### config.mk
export PLATFORM = sky130hd
export DESIGN_NAME = eatq_cordic_cell
export DESIGN_NICKNAME = d
export VERILOG_FILES = /design/src/rtl/assert_macros.svh /design/src/rtl/eatq_pkg.sv /design/src/rtl/eatq_cordic_cell.sv
export SDC_FILE = /design/constraint.sdc
export NUM_CORES = 2
export LEC_CHECK = 0
export BUFFER_PORTS_ARGS = -buffer_cell sky130_fd_sc_hd__buf_4
export CORE_MARGIN = 2
export CORE_UTILIZATION = 60
export DETAILED_ROUTE_END_ITERATION = 8
export HOLD_SLACK_MARGIN = 0.05
export PLACE_DENSITY = 0.83
export SLEW_MARGIN = 10
export SYNTH_ARGS = -nofsm -noshare
export SYNTH_HDL_FRONTEND = slang
export SYNTH_SLANG_ARGS = --single-unit
### constraint.sdc
create_clock -name i_clk -period 9.9 [get_ports i_clk]
set_input_delay 0.99 -clock i_clk [delete_from_list [all_inputs] [get_ports i_clk]]
set_output_delay 0.99 -clock i_clk [all_outputs]
set_load 0.05 [all_outputs]
### src/rtl/assert_macros.svh
// Assertion macros used by the top-level RTL file of the quaternion block.
`ifndef ASSERT_MACROS_SVH
`define ASSERT_MACROS_SVH

// Same-cycle implication, disabled while reset is active.
`define EATQ_ASSERT_IMPLY(lbl, clk, rst_n, ante, cons) \
    lbl: assert property (@(posedge clk) disable iff (!rst_n) (ante) |-> (cons)) \
        else $error("%m: implication check failed");

// Next-cycle implication, disabled while reset is active.
`define EATQ_ASSERT_NEXT(lbl, clk, rst_n, ante, cons) \
    lbl: assert property (@(posedge clk) disable iff (!rst_n) (ante) |=> (cons)) \
        else $error("%m: next-cycle check failed");

`endif

### src/rtl/eatq_pkg.sv
// Package with constants, types and arithmetic helpers of the Euler-to-quaternion block.
package eatq_pkg;

    localparam int ANGLE_BITS = 16;
    localparam int FRAC_BITS  = 14;
    localparam int TRIG_STEPS = 16;

    localparam int FIELD_W    = 16;
    localparam int WORK_FRAC  = 30;
    localparam int CW         = 34;
    localparam int MW         = 32;
    localparam int PW         = 2 * MW;
    localparam int RW         = 34;
    localparam int SW         = RW + 1;
    localparam int LANES      = 3;
    localparam int STEP_W     = 5;
    localparam int OUT_SHIFT  = WORK_FRAC - FRAC_BITS;

    localparam logic signed [CW-1:0] CORDIC_GAIN_INV = CW'(652032874);
    localparam logic signed [PW-1:0] WORK_HALF  = PW'(1) << (WORK_FRAC - 1);
    localparam logic signed [SW-1:0] ROUND_HALF = (SW'(1) << OUT_SHIFT) >> 1;
    localparam logic signed [SW-1:0] SAT_LIM    = SW'(1) << FRAC_BITS;
    localparam logic signed [FIELD_W-1:0] Q_LIM = FIELD_W'(1) << FRAC_BITS;

    // Arctangent of 2^-i, where 2^32 is one full turn.
    localparam logic [31:0] ATAN_TURNS [32] = '{
        32'd536870912, 32'd316933406, 32'd167458907, 32'd85004756, 32'd42667331,
        32'd21354465, 32'd10679838, 32'd5340245, 32'd2670163, 32'd1335086,
        32'd667544, 32'd333772, 32'd166886, 32'd83443, 32'd41722, 32'd20861,
        32'd10430, 32'd5215, 32'd2608, 32'd1304, 32'd652, 32'd326, 32'd163,
        32'd81, 32'd41, 32'd20, 32'd10, 32'd5, 32'd3, 32'd1, 32'd1, 32'd0
    };

    typedef struct packed {
        logic signed [CW-1:0] x;
        logic signed [CW-1:0] y;
        logic signed [CW-1:0] z;
    } t_lane;

    typedef t_lane [LANES-1:0] t_lanes;

    typedef struct packed {
        logic signed [MW-1:0] ca;
        logic signed [MW-1:0] sa;
        logic signed [MW-1:0] cb;
        logic signed [MW-1:0] sb;
        logic signed [MW-1:0] cc;
        logic signed [MW-1:0] sc;
    } t_trig;

    typedef struct packed {
        logic signed [FIELD_W-1:0] q_w;
        logic signed [FIELD_W-1:0] q_x;
        logic signed [FIELD_W-1:0] q_y;
        logic signed [FIELD_W-1:0] q_z;
    } t_quat;

    // Aligns the angle so that pi is 2^31, then halves it with a floor.
    function automatic logic signed [CW-1:0] half_angle(input logic [FIELD_W-1:0] a);
        logic signed [CW-1:0] e;
        e = CW'($signed(a[ANGLE_BITS-1:0]));
        return (e <<< (32 - ANGLE_BITS)) >>> 1;
    endfunction

    // Rounds a Q4.60 product back to the working fraction, giving a Q4.30 result.
    function automatic logic signed [RW-1:0] round_work(input logic signed [PW-1:0] p);
        logic signed [PW-1:0] t;
        t = (p + WORK_HALF) >>> WORK_FRAC;
        return t[RW-1:0];
    endfunction

    // Rounds to the output fraction and clamps to plus or minus one.
    function automatic logic signed [FIELD_W-1:0] out_word(input logic signed [SW-1:0] v);
        logic signed [SW-1:0] r;
        r = (v + ROUND_HALF) >>> OUT_SHIFT;
        if (r > SAT_LIM) begin
            r = SAT_LIM;
        end else if (r < -SAT_LIM) begin
            r = -SAT_LIM;
        end
        return r[FIELD_W-1:0];
    endfunction

    function automatic logic in_range(input logic signed [FIELD_W-1:0] q);
        return (q <= Q_LIM) && (q >= -Q_LIM);
    endfunction

endpackage

### src/rtl/eatq_cordic_cell.sv
// One CORDIC rotation step applied to the three angle lanes, registered.
module eatq_cordic_cell (
    input  logic                              i_clk,
    input  logic                              i_rst_n,
    input  logic                              i_en,
    input  logic                              i_valid,
    input  logic [eatq_pkg::STEP_W-1:0]       i_step,
    input  eatq_pkg::t_lanes                  i_lanes,
    output logic                              o_valid,
    output eatq_pkg::t_lanes                  o_lanes
);

    logic             r_valid;
    eatq_pkg::t_lanes r_lanes;
    eatq_pkg::t_lanes n_lanes;

    always_comb begin
        logic signed [eatq_pkg::CW-1:0] dx;
        logic signed [eatq_pkg::CW-1:0] dy;
        logic signed [eatq_pkg::CW-1:0] at;
        for (int l = 0; l < eatq_pkg::LANES; l++) begin
            dx = i_lanes[l].y >>> i_step;
            dy = i_lanes[l].x >>> i_step;
            at = eatq_pkg::CW'(eatq_pkg::ATAN_TURNS[i_step]);
            // A non-negative residual angle rotates in the positive direction.
            if (!i_lanes[l].z[eatq_pkg::CW-1]) begin
                n_lanes[l].x = i_lanes[l].x - dx;
                n_lanes[l].y = i_lanes[l].y + dy;
                n_lanes[l].z = i_lanes[l].z - at;
            end else begin
                n_lanes[l].x = i_lanes[l].x + dx;
                n_lanes[l].y = i_lanes[l].y - dy;
                n_lanes[l].z = i_lanes[l].z + at;
            end
        end
    end

    always_ff @(posedge i_clk) begin
        if (!i_rst_n) begin
            r_valid <= 1'b0;
        end else if (i_en) begin
            r_valid <= i_valid;
        end
    end

    always_ff @(posedge i_clk) begin
        if (i_en) begin
            r_lanes <= n_lanes;
        end
    end

    assign o_valid = r_valid;
    assign o_lanes = r_lanes;

endmodule

==> summary.md <==
| Metric | Value |
|---|---|
| Leak | between 20 and 25 nW |
| Yosys warning count | 0 |
| Setup TNS | 0 ns |
| Mean post-synth cell area | ~9.0 um^2 |
| Seq/Total Area, Yosys | 21.15% |
| Synthesized cell area | 0.04355 mm^2 |
| Most frequent CP cell | nor2_1 |
| Syn Inst Count | ~4800 |
| DR vias | about 44000 |
| DRT antenna net count | 0 |
| Die area | about 0.075 mm^2 |
| Clock network power share | between 10% and 20% |
| Sequential share of power | a little under a quarter |
| DP Area | just under 0.05 mm^2 |
| Hold Path Class | flip-flop to flip-flop |
| Main flop type after synthesis | edfxtp_1 |
| Die height | ~270 um |
| 1st-iter DRT viols | between 6000 and 7000 |
| H-tree lvl count | 2 |
| Fmax | 0.1195 GHz |
| I/O pin count | just over 600 |
| Worst Reg-to-Reg Cells | 2 |
| RSZ-0062 raised after global routing | no |
| Startpoint class of the critical path | input pin |
| Post-synth top area share | a little over a fifth |
| Vias per cell | 7.051 |
| Post-CTS Resized | 0 |
| Critical Path RT | slightly above 10 ns |
| Gr busiest metal | met2 |
| Worst hold path stage count | 2 |
| Clock Skew | 0 ns |
| Post-synth EDFFs | 306 |
| WS Path Type | input pin to flip-flop |
| Area delta synth->final | 14.29% |
| CP peak stage delay | 0.69 ns |
| Worst rel slew slack | 8.319% |
| GRT met3 Usage | roughly an eighth |
| Max capacitance violation total | 0 |
| I/O Buffers | ~620 |
| First-pass GRT wire length | 250400 um |
| Internal | approximately 4.6 mW |
| Combinational power share | between 60% and 70% |
| Sw Ratio | 47.94% |
| # rows | 98 |
| WHS | between 0.5 and 0.6 ns |
| Met1 usage | 55.93% |
| Routed len/inst | 27.12 um |
| DRC errors left | 0 |
| Most frequent cells in the layout | 663 x buf_4, 450 x a21oi_1, 409 x nor2_1, 387 x nand2_1, 311 x ha_1 |
| CTS max path bufs | 3 |
| Gpl congestion | about 1.1 |
| Clk_lat worst skew | about 0.58 ns |
| Final Hold Viols | 0 |
| Design Power | just under 9 mW |
| Die width | between 200 and 300 um |
| Number of buffers created by CTS | 36 |
| Crit path capture type | flip-flop |
| Met2 Use GR | 67.24% |
| Cts hold-fix bufs | 0 |
| Netlist cell types | approximately 100 |
| Largest net degree at the start of global routing | around 140 |
| # setup viols final | 0 |
| Drt first pass iters | 9 |
| CP Max Fanout | 60 |
| TritonCTS clock tree | yes |
| Power density over the cells | around 180 mW/mm^2 |
| Clk root buf | clkbuf_16 |
| Slowest stage cell, crit path | a2111oi_0 |
| Reported net switching power | roughly 4.3 mW |
| Post-DP HPWL | between 100000 and 150000 um |
| Initial core utilization | 60.71% |
| Slew Limit Fails | 0 |
| Overall global routing resource usage | 43.65% |
| Layout cells sized above 1 | between 20% and 30% |
| Yosys reg bits | 307 |
| Commonest non-fill, non-tap cell in the layout | buf_4 |
| Number of global-route vias before repair | 40950 |
| Initial antenna violation count | 2 |
| Worst Path Arrival | a little under 9 ns |
| Final instance area | ~0.050 mm^2 |
| Synthesized Nets | 5464 |
| Asr flop ratio synth | 0% |
| Reg clk slew, reported paths | roughly 0.06 ns |
| Core ar. | slightly above 0.07 mm^2 |
| GRT overflow | 0 |
| Clock sinks | between 300 and 400 |
| Worst-margin pin slew | between 1 and 1.5 ns |
| Fill cells | approximately 5700 |
| Post-synthesis cell type with the largest combined area | edfxtp_1 |
| Crit share post-route | between 80% and 90% |
| WL final | 169600 um |
| Status | finished, final reports clean |
| Min cycle time layout | about 8.4 ns |
| Postcts setup bufs | 0 |
| Main area contributors after synthesis | edfxtp_1 21%, mux4_2 13%, ha_1 8.9% |
| Final net count | ~5900 |
| Peak VDD IR | between 200 and 250 uV |
-- path summary, 6_finish.rpt --
check / endpoint / startpoint / slack (ns)
worst max-delay path: o_lanes[134] / i_step[0] / 1.53
worst min-delay path: o_valid / o_valid / 0.53
worst max register to register: o_valid / o_valid / 9.30
worst min register to register: o_valid / o_valid / 0.53
-- layer usage --
metal | part of all wire [%] | routed length, um
met1 | 37 | 62150
met2 | 43 | 73560
met3 | 13 | 22750
met4 | 6.6 | 11160
met5 | 0.0065 | 11
-- kinds of logic after synthesis --
family / synth area share, %
fa+ha+maj: 9.349
compound gates: 21.61
simple gates: 14.95
buf+inv: 4.255
xor+xnor: 9.372
flops: 21.15
mux: 19.31
-- metrics by stage --
stage               worst slack, ns  util, %  cells
detailed placement            1.209    67.73   6188
global placement              1.477    67.73   6188
finish                        1.528    69.39   6254
floorplan                     1.875        -   4829
CTS                           1.805    69.38   6252
global route                  1.081    69.38   6252
-- power by group through the flow --
stage / Sequential [mW] / Clock [mW] / Combinational, mW
floorplan: 3.29 / 0 / 2.56
global placement: 2.09 / 0 / 5.24
detailed placement: 2.09 / 0 / 5.30
CTS: 2.07 / 1.39 / 5.33
global route: 2.10 / 1.43 / 5.74
finish: 2.07 / 1.38 / 5.45
-- area by class of cell --
| class | count | area, um^2 | share of cell area, % |
|---|---|---|---|
| clock buffers | 40 | 915.9 | 1.840 |
| repair buffers | 672 | 5119 | 10.28 |
| flip-flops and latches | 307 | 9209 | 18.50 |
| well taps | 950 | 1189 | 2.388 |
| clock inverters | 24 | 267.8 | 0.5380 |
| multi-input cells | 4113 | 32510 | 65.33 |
| inverters | 146 | 553.0 | 1.111 |
| diodes | 2 | 5.005 | 0.01006 |
-- worst max-delay path: cells and delay by family --
family	cells	cell delay, ns
xor+xnor	1	0.08
buf+inv	4	1.53
compound gates	9	2.82
simple gates	9	2.05
mux	1	0.31
fa+ha+maj	3	0.90
-- sequential cells by signal (all words and copies together), names as in the netlist --
name and count:
o_lanes 306, o_valid 1
-- synth_stat cells (34+ instances only) --
cell	instances
mux4_2	249
nor3_1	79
and2_1	52
edfxtp_1	306
a31oi_1	74
mux2_2	99
xnor2_1	300
ha_1	311
clkbuf_1	113
xor2_1	166
o22ai_1	34
nand2b_1	71
nor2b_1	63
a211oi_1	54
o211ai_1	35
a21o_1	122
mux2i_1	163
buf_1	42
nor2_1	411
o21bai_1	40
buf_2	71
inv_1	143
nand3_1	76
a21oi_1	450
o21ai_0	285
o21a_1	69
and3_1	40
nand2_1	387
No activity file was read; power rests on OpenSTA's default activity.
